===== src/altok_pkg.sv =====
// Types and constants of the assembly line tokeniser.
package altok_pkg;

  // Line phase, one-hot.
  typedef enum logic [4:0] {
    PH_IDLE  = 5'b00001,
    PH_ADDR  = 5'b00010,
    PH_LABEL = 5'b00100,
    PH_COMP  = 5'b01000,
    PH_JUMP  = 5'b10000
  } phase_e;

  localparam logic [1:0] KIND_ADDR  = 2'd0;
  localparam logic [1:0] KIND_COMP  = 2'd1;
  localparam logic [1:0] KIND_LABEL = 2'd2;

  localparam logic [1:0] TAG_SYM  = 2'd0;
  localparam logic [1:0] TAG_DEST = 2'd1;
  localparam logic [1:0] TAG_COMP = 2'd2;
  localparam logic [1:0] TAG_JUMP = 2'd3;

  localparam logic [7:0] CH_AT     = 8'h40;
  localparam logic [7:0] CH_LPAREN = 8'h28;
  localparam logic [7:0] CH_EQ     = 8'h3D;
  localparam logic [7:0] CH_SEMI   = 8'h3B;
  localparam logic [7:0] CH_CR     = 8'h0D;
  localparam logic [7:0] CH_LF     = 8'h0A;
  localparam logic [7:0] CH_SLASH  = 8'h2F;
  localparam logic [7:0] CH_SPACE  = 8'h20;
  localparam logic [7:0] CH_TAB    = 8'h09;

  // Layout of the result tuser field, highest bit first.
  typedef struct packed {
    logic       field_overflow;
    logic       has_char;
    logic [1:0] field_tag;
    logic [1:0] command_kind;
  } res_user_t;

endpackage


===== src/assembly_line_tokenizer_core.sv =====
// Streaming tokeniser for lines of assembly source, one source byte per beat.
// A source beat is registered, then processed into the result register, which offers its
// first result beat. Throughput: one source beat per cycle while m_axis_tready is high and
// each byte gives at most one result; a byte that gives n results (n is at most
// FIELD_CHARS + 1) holds the result register until all n have been taken.
// Reset clears the line state and both pipeline registers; no clearing pass is needed.
module assembly_line_tokenizer_core #(
  parameter int FIELD_CHARS = 4
) (
  input  logic       clk_i,
  input  logic       rst_ni,
  input  logic       s_axis_tvalid,
  output logic       s_axis_tready,
  input  logic [7:0] s_axis_tdata,   // [7:0] source_byte
  input  logic       s_axis_tlast,   // end_of_source
  output logic       m_axis_tvalid,
  input  logic       m_axis_tready,
  output logic [7:0] m_axis_tdata,   // [7:0] char_code
  output logic [5:0] m_axis_tuser,   // [1:0] command_kind, [3:2] field_tag, [4] has_char,
                                     // [5] field_overflow
  output logic       m_axis_tlast    // last_of_run
);

  localparam int CntW = $clog2(FIELD_CHARS + 1);
  localparam logic [CntW-1:0] CntMax = CntW'(FIELD_CHARS);
  localparam logic [CntW-1:0] CntOne = CntW'(1);

  // Input register.
  logic       in_valid_q;
  logic [7:0] in_byte_q;
  logic       in_eos_q;

  // Line state.
  altok_pkg::phase_e phase_q, phase_d;
  logic            in_comment_q, in_comment_d;
  logic            skip_q, skip_d;
  logic [7:0]      held_char_q, held_char_d;
  logic            held_valid_q, held_valid_d;
  logic [7:0]      comp_buf_q [FIELD_CHARS];
  logic [7:0]      comp_buf_d [FIELD_CHARS];
  logic [CntW-1:0] comp_cnt_q, comp_cnt_d;
  logic [CntW-1:0] jump_cnt_q, jump_cnt_d;
  logic            ovf_q, ovf_d;

  // Result register: a run of characters followed by an optional end-of-command marker.
  logic [7:0]      bat_chars_q [FIELD_CHARS];
  logic [7:0]      bat_chars_d [FIELD_CHARS];
  logic [CntW-1:0] bat_cnt_q, bat_cnt_d;
  logic [1:0]      bat_tag_q, bat_tag_d;
  logic            bat_mark_q, bat_mark_d;
  logic [1:0]      bat_kind_q, bat_kind_d;
  logic            bat_ovf_q, bat_ovf_d;

  logic s_fire, m_fire, bat_valid, bat_last, bat_free, step;
  altok_pkg::res_user_t res_user;

  assign s_fire    = s_axis_tvalid && s_axis_tready;
  assign bat_valid = (bat_cnt_q != '0) || bat_mark_q;
  assign bat_last  = bat_mark_q ? (bat_cnt_q == '0) : (bat_cnt_q == CntOne);
  assign m_fire    = m_axis_tvalid && m_axis_tready;
  assign bat_free  = !bat_valid || (m_fire && bat_last);
  assign step      = in_valid_q && bat_free;
  assign s_axis_tready = !in_valid_q || step;

  always_comb begin : step_logic
    logic [7:0] b;
    logic       line_end;
    logic       keep;
    b = in_byte_q;
    line_end = 1'b0;
    keep = 1'b0;

    phase_d      = phase_q;
    in_comment_d = in_comment_q;
    skip_d       = skip_q;
    held_char_d  = held_char_q;
    held_valid_d = held_valid_q;
    comp_buf_d   = comp_buf_q;
    comp_cnt_d   = comp_cnt_q;
    jump_cnt_d   = jump_cnt_q;
    ovf_d        = ovf_q;

    bat_chars_d = comp_buf_q;
    bat_cnt_d   = '0;
    bat_tag_d   = altok_pkg::TAG_SYM;
    bat_mark_d  = 1'b0;

    if (skip_q) begin
      skip_d = 1'b0;
    end else if (b == altok_pkg::CH_CR || b == altok_pkg::CH_LF) begin
      line_end = 1'b1;
      if (b == altok_pkg::CH_CR) begin
        skip_d = 1'b1;
      end
    end else if (in_comment_q) begin
      keep = 1'b0;
    end else if (b == altok_pkg::CH_SPACE || b == altok_pkg::CH_TAB) begin
      keep = 1'b0;
    end else if (b == altok_pkg::CH_SLASH) begin
      in_comment_d = 1'b1;
    end else begin
      keep = 1'b1;
    end

    // The first kept character of a line decides its kind.
    if (keep && phase_q == altok_pkg::PH_IDLE) begin
      if (b == altok_pkg::CH_AT) begin
        phase_d = altok_pkg::PH_ADDR;
        keep = 1'b0;
      end else if (b == altok_pkg::CH_LPAREN) begin
        phase_d = altok_pkg::PH_LABEL;
        keep = 1'b0;
      end else begin
        phase_d = altok_pkg::PH_COMP;
      end
    end

    if (keep) begin
      case (phase_d)
        altok_pkg::PH_ADDR: begin
          bat_chars_d[0] = b;
          bat_cnt_d      = CntOne;
        end
        altok_pkg::PH_LABEL: begin
          // A label character goes out only once the next one shows it was not the last.
          if (held_valid_q) begin
            bat_chars_d[0] = held_char_q;
            bat_cnt_d      = CntOne;
          end
          held_char_d  = b;
          held_valid_d = 1'b1;
        end
        altok_pkg::PH_COMP: begin
          if (b == altok_pkg::CH_EQ) begin
            bat_chars_d = comp_buf_q;
            bat_cnt_d   = comp_cnt_q;
            bat_tag_d   = altok_pkg::TAG_DEST;
            comp_cnt_d  = '0;
          end else if (b == altok_pkg::CH_SEMI) begin
            bat_chars_d = comp_buf_q;
            bat_cnt_d   = comp_cnt_q;
            bat_tag_d   = altok_pkg::TAG_COMP;
            comp_cnt_d  = '0;
            phase_d     = altok_pkg::PH_JUMP;
          end else if (comp_cnt_q < CntMax) begin
            for (int i = 0; i < FIELD_CHARS; i++) begin
              if (comp_cnt_q == CntW'(i)) begin
                comp_buf_d[i] = b;
              end
            end
            comp_cnt_d = comp_cnt_q + CntOne;
          end else begin
            ovf_d = 1'b1;
          end
        end
        altok_pkg::PH_JUMP: begin
          if (jump_cnt_q < CntMax) begin
            bat_chars_d[0] = b;
            bat_cnt_d      = CntOne;
            bat_tag_d      = altok_pkg::TAG_JUMP;
            jump_cnt_d     = jump_cnt_q + CntOne;
          end else begin
            ovf_d = 1'b1;
          end
        end
        default: begin
          keep = 1'b0;
        end
      endcase
    end

    // Kind and overflow cannot change between the results of one source byte.
    case (phase_d)
      altok_pkg::PH_ADDR:  bat_kind_d = altok_pkg::KIND_ADDR;
      altok_pkg::PH_LABEL: bat_kind_d = altok_pkg::KIND_LABEL;
      default:             bat_kind_d = altok_pkg::KIND_COMP;
    endcase
    bat_ovf_d = ovf_d;

    if (line_end || in_eos_q) begin
      // A dest flush on this byte has emptied the buffer, so at most one flush is pending.
      if (phase_d == altok_pkg::PH_COMP && comp_cnt_d != '0) begin
        bat_chars_d = comp_buf_d;
        bat_cnt_d   = comp_cnt_d;
        bat_tag_d   = altok_pkg::TAG_COMP;
      end
      if (phase_d != altok_pkg::PH_IDLE) begin
        bat_mark_d = 1'b1;
      end
      phase_d      = altok_pkg::PH_IDLE;
      in_comment_d = 1'b0;
      held_char_d  = '0;
      held_valid_d = 1'b0;
      comp_cnt_d   = '0;
      jump_cnt_d   = '0;
      ovf_d        = 1'b0;
    end
    if (in_eos_q) begin
      skip_d = 1'b0;
    end
  end

  always_ff @(posedge clk_i or negedge rst_ni) begin
    if (!rst_ni) begin
      in_valid_q   <= 1'b0;
      phase_q      <= altok_pkg::PH_IDLE;
      in_comment_q <= 1'b0;
      skip_q       <= 1'b0;
      held_valid_q <= 1'b0;
      comp_cnt_q   <= '0;
      jump_cnt_q   <= '0;
      ovf_q        <= 1'b0;
      bat_cnt_q    <= '0;
      bat_mark_q   <= 1'b0;
    end else begin
      if (s_fire) begin
        in_valid_q <= 1'b1;
      end else if (step) begin
        in_valid_q <= 1'b0;
      end
      if (step) begin
        phase_q      <= phase_d;
        in_comment_q <= in_comment_d;
        skip_q       <= skip_d;
        held_valid_q <= held_valid_d;
        comp_cnt_q   <= comp_cnt_d;
        jump_cnt_q   <= jump_cnt_d;
        ovf_q        <= ovf_d;
        bat_cnt_q    <= bat_cnt_d;
        bat_mark_q   <= bat_mark_d;
      end else if (m_fire) begin
        if (bat_cnt_q != '0) begin
          bat_cnt_q <= bat_cnt_q - CntOne;
        end else begin
          bat_mark_q <= 1'b0;
        end
      end
    end
  end

  // Payload registers.
  always_ff @(posedge clk_i) begin
    if (s_fire) begin
      in_byte_q <= s_axis_tdata;
      in_eos_q  <= s_axis_tlast;
    end
    if (step) begin
      held_char_q <= held_char_d;
      comp_buf_q  <= comp_buf_d;
      bat_chars_q <= bat_chars_d;
      bat_tag_q   <= bat_tag_d;
      bat_kind_q  <= bat_kind_d;
      bat_ovf_q   <= bat_ovf_d;
    end else if (m_fire && bat_cnt_q != '0) begin
      // The head character has gone; move the rest down one slot.
      for (int i = 0; i < FIELD_CHARS - 1; i++) begin
        bat_chars_q[i] <= bat_chars_q[i+1];
      end
    end
  end

  assign res_user.command_kind   = bat_kind_q;
  assign res_user.field_tag      = (bat_cnt_q != '0) ? bat_tag_q : altok_pkg::TAG_SYM;
  assign res_user.has_char       = (bat_cnt_q != '0);
  assign res_user.field_overflow = bat_ovf_q;

  assign m_axis_tvalid = bat_valid;
  assign m_axis_tdata  = (bat_cnt_q != '0) ? bat_chars_q[0] : 8'h00;
  assign m_axis_tuser  = res_user;
  assign m_axis_tlast  = bat_last;

endmodule


===== config.mk =====
export PLATFORM = sky130hd
export DESIGN_NAME = assembly_line_tokenizer_core
export DESIGN_NICKNAME = d
export VERILOG_FILES = /design/src/altok_pkg.sv /design/src/assembly_line_tokenizer_core.sv
export SDC_FILE = /design/constraint.sdc
export NUM_CORES = 1
export LEC_CHECK = 0
export ABC_AREA = 1
export BUFFER_PORTS_ARGS = -buffer_cell sky130_fd_sc_hd__buf_2
export CORE_ASPECT_RATIO = 0.9
export CORE_MARGIN = 2
export CORE_UTILIZATION = 33
export CTS_BUF_LIST = sky130_fd_sc_hd__clkbuf_4
export DETAILED_ROUTE_END_ITERATION = 16
export SLEW_MARGIN = 25
export SYNTH_ARGS = -nofsm -noshare
export SYNTH_HDL_FRONTEND = slang
export SYNTH_SLANG_ARGS = --single-unit

===== constraint.sdc =====
create_clock -name clk_i -period 9.83 [get_ports clk_i]
set_input_delay 0.983 -clock clk_i [delete_from_list [all_inputs] [get_ports clk_i]]
set_output_delay 0.983 -clock clk_i [all_outputs]
set_load 0.05 [all_outputs]

Yosys cells after proc, flatten, opt, wreduce, memory -nomap -nowiden

Cells that the tools add are included.

Flip-flop bits (word level): 106
Bits in latches: 0
Memory bits (writable): 0
Memory bits (read-only): 0
Input bits: 13
Output and inout port bits: 17
Memories kept: 0

Add/subtract/negate cells: 3
Multipliers: 0
Div/mod/pow operators: 0
$lt $le $gt $ge: 2
Equal/unequal tests: 25
Shift operators: 0
Mux-type cells: 96
Bitwise logic cells: 0
Reduce and logical (&&, ||, !) cells: 32

Operators with widths:

| cell                  | count |
|---|---|
| $mux W32              | 8 |
| $mux W8               | 9 |
| $mux W3               | 18 |
| $mux W24              | 2 |
| $eq A8 B6 Y1 const B  | 5 |
| $mux W1               | 39 |
| $mux W5               | 6 |
| $eq A8 B4 Y1 const B  | 3 |
| $pmux W8 S3           | 1 |
| $reduce_bool A2 Y1    | 8 |
| $mux W2               | 7 |
| $pmux W3 S4           | 1 |
| $eq A5 B2 Y1 const B  | 2 |
| $eq A5 B3 Y1 const B  | 2 |
| $eq A5 B4 Y1 const B  | 2 |
| $eq A8 B7 Y1 const B  | 1 |
| $mux W4               | 2 |
| $pmux W2 S2           | 2 |
| $logic_and A1 B1 Y1   | 7 |
| $add A3 B1 Y3 const B | 2 |
| $eq A3 B1 Y1 const B  | 2 |
| $eq A3 B2 Y1 const B  | 2 |
| $logic_not A3 Y1      | 2 |
| $logic_or A1 B1 Y1    | 6 |
| 12 further kinds      | 19 |

Logic depth before layout (Yosys ltp)

Gate-level depths: netlist (run 1).

Word-level depth: 17
Depth in mapped cells: 21

Worst setup path after synthesis (run 1)

Ideal clock, no wire load.

Path kind: reg-to-reg
Start point: register bat_cnt_q[0]
End point: register bat_chars_q[0] (netlist name), enable pin
Library setup time: 0.426 ns
Data arrival time: 4.255 ns
Data required time: 9.404 ns
Slack: 5.148 ns
Stages on the path, launching flop included: 10
Path buffers: 1
Period minus slack after synthesis: 4.682 ns
Path through: dfrtp_1 > inv_1 > ha_1 > nand2_1 > o21ai_0 > nand2_1 > nand2_1 > inv_1 > nor2_1 > clkbuf_1

Cells in the longest elaborated chain, start to end: 6

Ends and longest elaborated chain:

| what                            | line                                | source |
|---|---|---|
| from (decl)                     | assembly_line_tokenizer_core.sv:48  | `logic [CntW-1:0] bat_cnt_q, bat_cnt_d;` |
| from (signal assigned)          | assembly_line_tokenizer_core.sv:229 | `bat_cnt_q <= bat_cnt_d;` |
| from (signal assigned)          | assembly_line_tokenizer_core.sv:233 | `bat_cnt_q <= bat_cnt_q - CntOne;` |
| $reduce_bool A3 Y1 (*)          | --                                  |  |
| via m_axis_tuser[4]             | assembly_line_tokenizer_core.sv:19  | `output logic [5:0] m_axis_tuser,` |
| $logic_or A1 B1 Y1 (*)          | assembly_line_tokenizer_core.sv:58  | `assign bat_valid = (bat_cnt_q != '0) \|\| bat_mark_q;` |
| $logic_and A1 B1 Y1             | assembly_line_tokenizer_core.sv:60  | `assign m_fire = m_axis_tvalid && m_axis_tready;` |
| $logic_and A1 B1 Y1             | assembly_line_tokenizer_core.sv:61  | `assign bat_free = !bat_valid \|\| (m_fire && bat_last);` |
| $logic_or A1 B1 Y1 (*)          | assembly_line_tokenizer_core.sv:61  |  |
| $logic_and A1 B1 Y1 (*)         | assembly_line_tokenizer_core.sv:62  | `assign step = in_valid_q && bat_free;` |
| via step                        | assembly_line_tokenizer_core.sv:54  | `logic s_fire, m_fire, bat_valid, bat_last, bat_free, step;` |
| to (signal assigned)            | assembly_line_tokenizer_core.sv:250 | `bat_chars_q <= bat_chars_d;` |
| to (signal, indexed assignment) | assembly_line_tokenizer_core.sv:257 | `bat_chars_q[i] <= bat_chars_q[i+1];` |
| to (decl)                       | assembly_line_tokenizer_core.sv:46  | `logic [7:0] bat_chars_q [FIELD_CHARS];` |

Mark *: on every way through the listed nets, which the timed path passes. The rest lies on a longest branch.
A chain may end at the register's enable or synchronous reset.

Final worst setup path (run 1)

Start point: register in_byte_q[1]
End point: register bat_chars_q[12] (netlist name), data pin

Cells in the longest elaborated chain, start to end: 17

Ends and longest elaborated chain:

| what                                                 | line                                                                   | source |
|---|---|---|
| from (decl)                                          | assembly_line_tokenizer_core.sv:30                                     | `logic [7:0] in_byte_q;` |
| from (signal assigned)                               | assembly_line_tokenizer_core.sv:244                                    | `in_byte_q <= s_axis_tdata;` |
| $eq A8 B6 Y1 (tied with other cells)                 | assembly_line_tokenizer_core.sv:99                                     | `end else if (b == altok_pkg::CH_SLASH) begin` |
| $mux W1 / $logic_or A1 B1 Y1 (equally long branches) | assembly_line_tokenizer_core.sv:99, assembly_line_tokenizer_core.sv:97 |  |
| $mux W1                                              | assembly_line_tokenizer_core.sv:97                                     | `end else if (b == altok_pkg::CH_SPACE \|\| b == altok_pkg::CH_TAB) begin` |
| $mux W1                                              | assembly_line_tokenizer_core.sv:95                                     | `end else if (in_comment_q) begin` |
| $mux W1                                              | assembly_line_tokenizer_core.sv:90                                     | `end else if (b == altok_pkg::CH_CR \|\| b == altok_pkg::CH_LF) begin` |
| $mux W1                                              | assembly_line_tokenizer_core.sv:88                                     | `if (skip_q) begin` |
| $logic_and A1 B1 Y1                                  | assembly_line_tokenizer_core.sv:106                                    | `if (keep && phase_q == altok_pkg::PH_IDLE) begin` |
| $mux W5                                              | assembly_line_tokenizer_core.sv:106                                    |  |
| $mux W5                                              | assembly_line_tokenizer_core.sv:139                                    | `end else if (b == altok_pkg::CH_SEMI) begin` |
| $mux W5                                              | assembly_line_tokenizer_core.sv:134                                    | `if (b == altok_pkg::CH_EQ) begin` |
| $mux W5                                              | assembly_line_tokenizer_core.sv:119                                    | `case (phase_d)` |
| $mux W5                                              | assembly_line_tokenizer_core.sv:118                                    | `if (keep) begin` |
| $eq A5 B4 Y1                                         | assembly_line_tokenizer_core.sv:182                                    | `if (phase_d == altok_pkg::PH_COMP && comp_cnt_d != '0) begin` |
| $logic_and A1 B1 Y1                                  | assembly_line_tokenizer_core.sv:182                                    |  |
| $mux W32                                             | assembly_line_tokenizer_core.sv:182                                    |  |
| $mux W32 (*)                                         | assembly_line_tokenizer_core.sv:180                                    | `if (line_end \|\| in_eos_q) begin` |
| $mux W24 (*)                                         | assembly_line_tokenizer_core.sv:247                                    | `if (step) begin` |

Mark *: on every way between the ends. The rest lies on a longest branch, timed or not.

==> qor.yml, run 1 <==
synth_cells: 713
intPower_w: 0.00103
r2r-end: "bat_chars_q[12]$_DFFE_PP_"
clock-sinks: 106
port-buffer-count: 29
cts_tree: "yes"
hold_path.class: "input port to asynchronous set/reset pin"
status: "finished, final reports clean"
synth.distinct_cells: 36
root_buffer: "clkbuf_4"
drv_slew: 0
core_area_um2: 17600
start_kind: "flip-flop"
critPathCaptureType: "flip-flop"
fp.dieH_um: 131
wl_per_cell_um: 14.9
cts.hold.buffers_added: 0
clkPwrFrac_pct: 11.4
first_iter_violations: 391
synth_fp_nets: 734
grtUsageTotal_pct: 16.2
ir_drop_uv: 109
die_w_um: 145
worst-r2r-cell-count: 18
fmax_mhz: 276
dp_hpwl_um: 10300
rsz0062_at_grt: "false"
finalSetupViolations: 0
finalSetupTns_ns: 0
finalCritPeriodShare_pct: 36.9
setup_ws_ns: 6.20
avgSynthCellArea_um2: 8.30
synth_top_family_by_area: "simple AND/OR/NAND/NOR gates"
regToRegStartpoint: "in_byte_q[1]$_DFFE_PP_"
p_leak_nw: 2.75
critical_path_arrival_ns: 3.87
fin_crit_ns: 3.63
slew_headroom_pct: 34.8
pwr-share-comb_pct: 50.3
critPathMaxFanout: 40
vias: 4640
clk_latency_ns: 0.49
first_pass_iters: 5
synth-compound-area-share_pct: 12.8
gp_congestion: 0.960
netlist_area_um2: 5920
postCtsSetupBuffers: 0
synthMuxAreaShare_pct: 0
htree_levels: 3
ant_nets: 0
p_sw_share_pct: 47.9
cap_violations: 0
criticalPathCategory: "flip-flop to flip-flop"
final_nets: 754
ctsResizeCount: 0
initial_core_util_pct: 33.6
fin_skew_ns: 0.0149
dieArea_um2: 19000
synth-adder-area-share_pct: 1.69
yosysWarnings: 0
cts_buffers: 9
grt_max_degree: 81
placed_area_um2: 6260
drc: 0
fin_util_pct: 36.3
power.share.sequential_pct: 38.3
tightest_slew_ns: 0.977
final_hold_viol_count: 0
ys_seq_elements: 106
synthXorXnorAreaFrac_pct: 0.148
preCtsSetupSlack_ns: 6.27
via_per_inst: 4.74
wirelength_um: 14600
r2r_slack_ns: 6.20
grt_pass1_vias: 4335
clk_pin_slew_worst_paths_ns: 0.16
row_count: 46
p_per_area_nw_per_um2: 309
grt_overflow: 0
stdcell_area_um2: 6400
antenna_found_initial: 1
final_layout_size_suffix_gt1_share_pct: 13.4
synth-simple-area-share_pct: 24.7
p_switching_w: 0.000949
clk_path_buf_depth: 2
crit_required_ns: 10.08
ios: 30
grt_first_pass_wirelength_um: 23600
ys_seq_area_share_pct: 52.1
area_growth_pct: 8.12
## per-stage QoR
| stage | std cells | hold slack (ns) | power [W] |
|---|---|---|---|
| after floorplan | 713 | 0.446 | 0.00153 |
| after global placement | 962 | 0.460 | 0.00176 |
| after detailed placement | 962 | 0.474 | 0.00177 |
| after CTS | 978 | 0.410 | 0.00199 |
| after global routing | 979 | 0.400 | 0.00214 |
| final | 979 | 0.423 | 0.00198 |
## how the worst max path moves through the flow
stage	from	to	slack (ns)	depth (start not counted)
2_1_floorplan	bat_cnt_q[0]$_DFFE_PN0P_	bat_chars_q[0]$_DFFE_PP_	5.15	9
3_3_place_gp	bat_cnt_q[0]$_DFFE_PN0P_	bat_chars_q[8]$_DFFE_PP_	6.10	11
3_5_place_dp	in_byte_q[1]$_DFFE_PP_	bat_chars_q[12]$_DFFE_PP_	6.27	18
4_1_cts	in_byte_q[1]$_DFFE_PP_	bat_chars_q[12]$_DFFE_PP_	6.26	18
5_1_grt	in_byte_q[1]$_DFFE_PP_	bat_chars_q[16]$_DFFE_PP_	5.89	18
6_report	in_byte_q[1]$_DFFE_PP_	bat_chars_q[12]$_DFFE_PP_	6.20	18
## layout make-up
type / count / area (um2)
repair buffers: 33 / 175
inverters: 99 / 373
flip-flops and latches: 106 / 3080
fillers: 1844 / 11200
well taps: 240 / 300
multi-input cells: 484 / 2330
diodes: 1 / 2.50
clock inverters: 6 / 57.6
clock buffers: 10 / 75.1
## registers in the layout, indices dropped and copies added, names as in the netlist, 2 cells and up
register and flops:
bat_chars_q 32, bat_cnt_q 3, bat_kind_q 2, bat_tag_q 2, comp_buf_q 32, comp_cnt_q 3
held_char_q 8, in_byte_q 8, jump_cnt_q 3, phase_q 5
## cell usage after synthesis
master | number | area (um2)
buf_4 | 1 | 7.51
nand2_2 | 7 | 43.8
clkbuf_1 | 13 | 48.8
o21ai_0 | 50 | 250
nand2_1 | 195 | 732
inv_1 | 81 | 304
nor3_1 | 4 | 20.0
nand3_2 | 2 | 20.0
nand3_1 | 24 | 120
ha_1 | 8 | 100
inv_2 | 13 | 48.8
edfxtp_1 | 86 | 2580
a31oi_1 | 1 | 6.26
o21ai_2 | 6 | 52.6
nor2_2 | 5 | 31.3
nor3_2 | 1 | 10.0
buf_2 | 5 | 25.0
o2111ai_1 | 2 | 17.5
nand4_2 | 1 | 12.5
dfstp_2 | 1 | 26.3
clkinv_2 | 1 | 5.00
nor2_4 | 1 | 11.3
o211ai_1 | 2 | 15.0
dfrtp_1 | 19 | 475
buf_6 | 5 | 56.3
clkinv_1 | 4 | 15.0
a21oi_1 | 30 | 150
o22ai_1 | 4 | 25.0
nor4_1 | 2 | 12.5
nor2_1 | 83 | 312
nand3_4 | 4 | 70.1
xnor2_1 | 1 | 8.76
nand4_1 | 7 | 43.8
nor2_8 | 1 | 20.0
a21oi_2 | 6 | 52.6
o21ai_1 | 37 | 185
## worst max-delay path: stages, from the launching register on
cell and delay [ns]:
edfxtp_1 0.62, nor2_1 0.23, nand2_1 0.11, nor2_1 0.18, nor2_2 0.09, nand4_2 0.11, nand2_1 0.06, nand2_1 0.12
nand2_2 0.11, nor2_8 0.14, nand3_4 0.11, nand2_1 0.08, nand2_1 0.09, nand2_1 0.08, nand2_2 0.08, nand2_2 0.60
inv_2 0.29, nor2_1 0.18, o21ai_1 0.08
## cell usage in the layout, fill, tap and decap left out, types with 2 or more instances in the layout
| cell | instances |
|---|---|
| nor2_2 | 5 |
| inv_2 | 14 |
| buf_2 | 29 |
| nor2_1 | 82 |
| nand3_2 | 2 |
| nand2_1 | 195 |
| nand3_4 | 4 |
| buf_4 | 4 |
| nor2_4 | 2 |
| clkinv_1 | 5 |
| inv_1 | 80 |
| o22ai_1 | 4 |
| o21ai_0 | 50 |
| a21oi_1 | 30 |
| clkbuf_4 | 10 |
| clkinv_2 | 4 |
| o2111ai_1 | 2 |
| o21ai_2 | 6 |
| o21ai_1 | 37 |
| nand4_1 | 7 |
| a21oi_2 | 6 |
| nor3_1 | 4 |
| edfxtp_1 | 86 |
| nand2_2 | 7 |
| dfrtp_1 | 19 |
| nand3_1 | 24 |
| nor4_1 | 2 |
| ha_1 | 8 |
| o211ai_1 | 2 |
## cells by family (layout without fill, tap and decap cells)
family | Yosys count | in the layout
and+or+nand+nor | 337 | 337
AOI/OAI and AO/OA | 138 | 138
buffers and inverters | 123 | 148
DFF | 106 | 106
adders and majority gates | 8 | 8
xor gates and xnor gates | 1 | 1
other | 0 | 1
## per-layer routing
metal	GRT usage [%]	routed length (um)	up-vias
met5	0	0	-
met2	24.5	6070	116
met1	23.5	7600	2137
met4	3.81	185	0
li1	-	-	2374
met3	4.10	722	13
## power by group through the flow
stage               registers (W)  logic (W)  clock network (W)
floorplan                0.000749   0.000783                  0
global placement         0.000769   0.000992                  0
detailed placement       0.000770   0.000997                  0
CTS                      0.000759   0.000997           0.000232
global route             0.000775    0.00112           0.000251
finish                   0.000759   0.000996           0.000225
Note: power is estimated with default switching activity, not from simulation.
==> inputs of run 2 (changes only) <==
- clock period: 9.83 -> 3.7 ns (I/O delays scaled with it)
==> qor.yml, run 2 (synthesis gave the netlist of run 1 again) <==
vias: 4617
clk_latency_ns: 0.49
layout_commonest_cell: "nand2_1"
min-delay-start: "s_axis_tdata[7]"
wirelength_um: 14500
ir_drop_uv: 298
tightest_slew_ns: 0.616
slowest_stage: "edfxtp_1"
gp_congestion: 0.867
hold_path.class: "input port to flip-flop"
clk_pin_slew_worst_paths_ns: 0.16
final_hold_viol_count: 0
worst-r2r-cell-count: 17
criticalPathCategory: "flip-flop to flip-flop"
ant_nets: 0
hold_path_end: "in_byte_q[7]$_DFFE_PP_"
fin_crit_ns: 3.17
grt_first_pass_wirelength_um: 23700
drc: 0
dieArea_um2: 19000
antenna_found_initial: 1
regToRegStartpoint: "in_byte_q[7]$_DFFE_PP_"
finalSetupViolations: 0
preCtsSetupSlack_ns: 0.549
layout_common_cells: "nand2_1 (195), edfxtp_1 (86), nor2_1 (82)"
start_kind: "flip-flop"
wl_per_cell_um: 14.7
htree_levels: 3
grtUsageTotal_pct: 16.0
grt_pass1_vias: 4242
critPathCaptureType: "flip-flop"
clock-sinks: 106
finalCritPeriodShare_pct: 85.7
root_buffer: "clkbuf_4"
row_count: 46
rsz0062_at_grt: "false"
hold_slack_ns: 0.0466
clk_path_buf_depth: 2
r2r-end: "bat_tag_q[1]$_DFFE_PP_"
core_area_um2: 17600
critical_path_arrival_ns: 3.41
slowest_delay_ns: 0.57
crit_top_cell: "nand2_1"
critPathMaxFanout: 38
area_growth_pct: 9.45
cts_tree: "yes"
whs_path_depth: 1
final_layout_size_suffix_gt1_share_pct: 13.5
via_per_inst: 4.68
port-buffer-count: 29
initial_core_util_pct: 33.6
cap_violations: 0
crit_required_ns: 3.94
p_leak_nw: 2.79
die_w_um: 145
dp_hpwl_um: 10300
p_per_area_nw_per_um2: 807
finalSetupTns_ns: 0
drv_slew: 0
grt_overflow: 0
grt_max_degree: 81
ios: 30
final_nets: 763
fp.dieH_um: 131
fmax_mhz: 315
first_pass_iters: 5
first_iter_violations: 492
cts_buffers: 9
fin_skew_ns: 0.0233
cp_cell_sequence: "inv_2 > nand2_2 > nor2_2 > nand3_1 > nand2_1 > inv_1 > o21ai_1 > inv_2 > nand3_4 > nand2_1 > nand2_1 > nand2_1 > nand2_2 > nand2_2 > buf_12 > inv_2 > o211ai_1"
slew_headroom_pct: 59.0
reg.largest.list: "bat_chars_q: 32 flops, comp_buf_q: 32 flops"
setup_ws_ns: 0.527
r2r_slack_ns: 0.53
status: "finished, final reports clean"
nFillCells: 1887
==> run 2: cell count changes in the layout (fill, tap and decap cells not counted), sizes merged <==
cell	change
buf	+4
bufinv	-1
clkinv	-1
inv	+1
dlygate4sd3	+5
==> run 2: metrics by stage <==
stage          instances  cell area (um2)  power (W)  utilization (%)
6_report             987             6480    0.00522             36.8
5_1_grt              987             6480    0.00564             36.8
4_1_cts              982             6430    0.00526             36.5
3_5_place_dp         966             6320    0.00472             35.9
3_3_place_gp         966             6320    0.00471             35.9
2_1_floorplan        713             5920    0.00407                -
==> run 2: worst max-delay path by stage <==
stage	from	end	slack, ns	cells after the start
finish	in_byte_q[7]$_DFFE_PP_	bat_tag_q[1]$_DFFE_PP_	0.53	17
global route	in_byte_q[0]$_DFFE_PP_	bat_chars_q[19]$_DFFE_PP_	0.23	21
CTS	in_byte_q[7]$_DFFE_PP_	bat_tag_q[1]$_DFFE_PP_	0.55	17
detailed placement	in_byte_q[4]$_DFFE_PP_	bat_tag_q[1]$_DFFE_PP_	0.55	17
global placement	in_byte_q[7]$_DFFE_PP_	bat_tag_q[1]$_DFFE_PP_	0.59	17
floorplan	bat_cnt_q[0]$_DFFE_PN0P_	bat_chars_q[0]$_DFFE_PP_	0.15	9
==> run 2: area by class of cell <==
| class | instances | area, um2 | area share, % |
|---|---|---|---|
| Inverter | 99 | 373 | 5.76 |
| Timing Repair Buffer | 42 | 280 | 4.33 |
| Sequential cell | 106 | 3080 | 47.6 |
| Multi-Input combinational cell | 484 | 2330 | 36.0 |
| Antenna cell | 1 | 2.50 | 0.0386 |
| Clock inverter | 5 | 31.3 | 0.483 |
| Clock buffer | 10 | 75.1 | 1.16 |
| Tap cell | 240 | 300 | 4.64 |
==> run 2: worst max-delay path: cells and delay by family, from the launching register on <==
kind            cells  cell delay [ns]
compound gates      2             0.42
buf+inv             5             0.81
flops               1             0.57
simple gates       10             1.11
==> run 2: routing by layer <==
metal  track usage [%]  vias up  routed length [um]
li1                  -     2390                   -
met1              23.5     2109                7680
met2              23.9      105                5970
met3              3.65       13                 666
met4              4.04        0                 184
met5                 0        -                   0
==> run 2: where the power goes <==
group	switching, W	internal (W)
logic	0.00195	0.000738
clock network	0.000390	0.000142
registers	0.000177	0.00183
total	0.00251	0.00271
==> run 2: timing repair <==
item	in CTS	in global routing
gates resized for setup	0	0
setup buffers	0	0
endpoints found under the hold margin	19	4
hold buffers	1	4
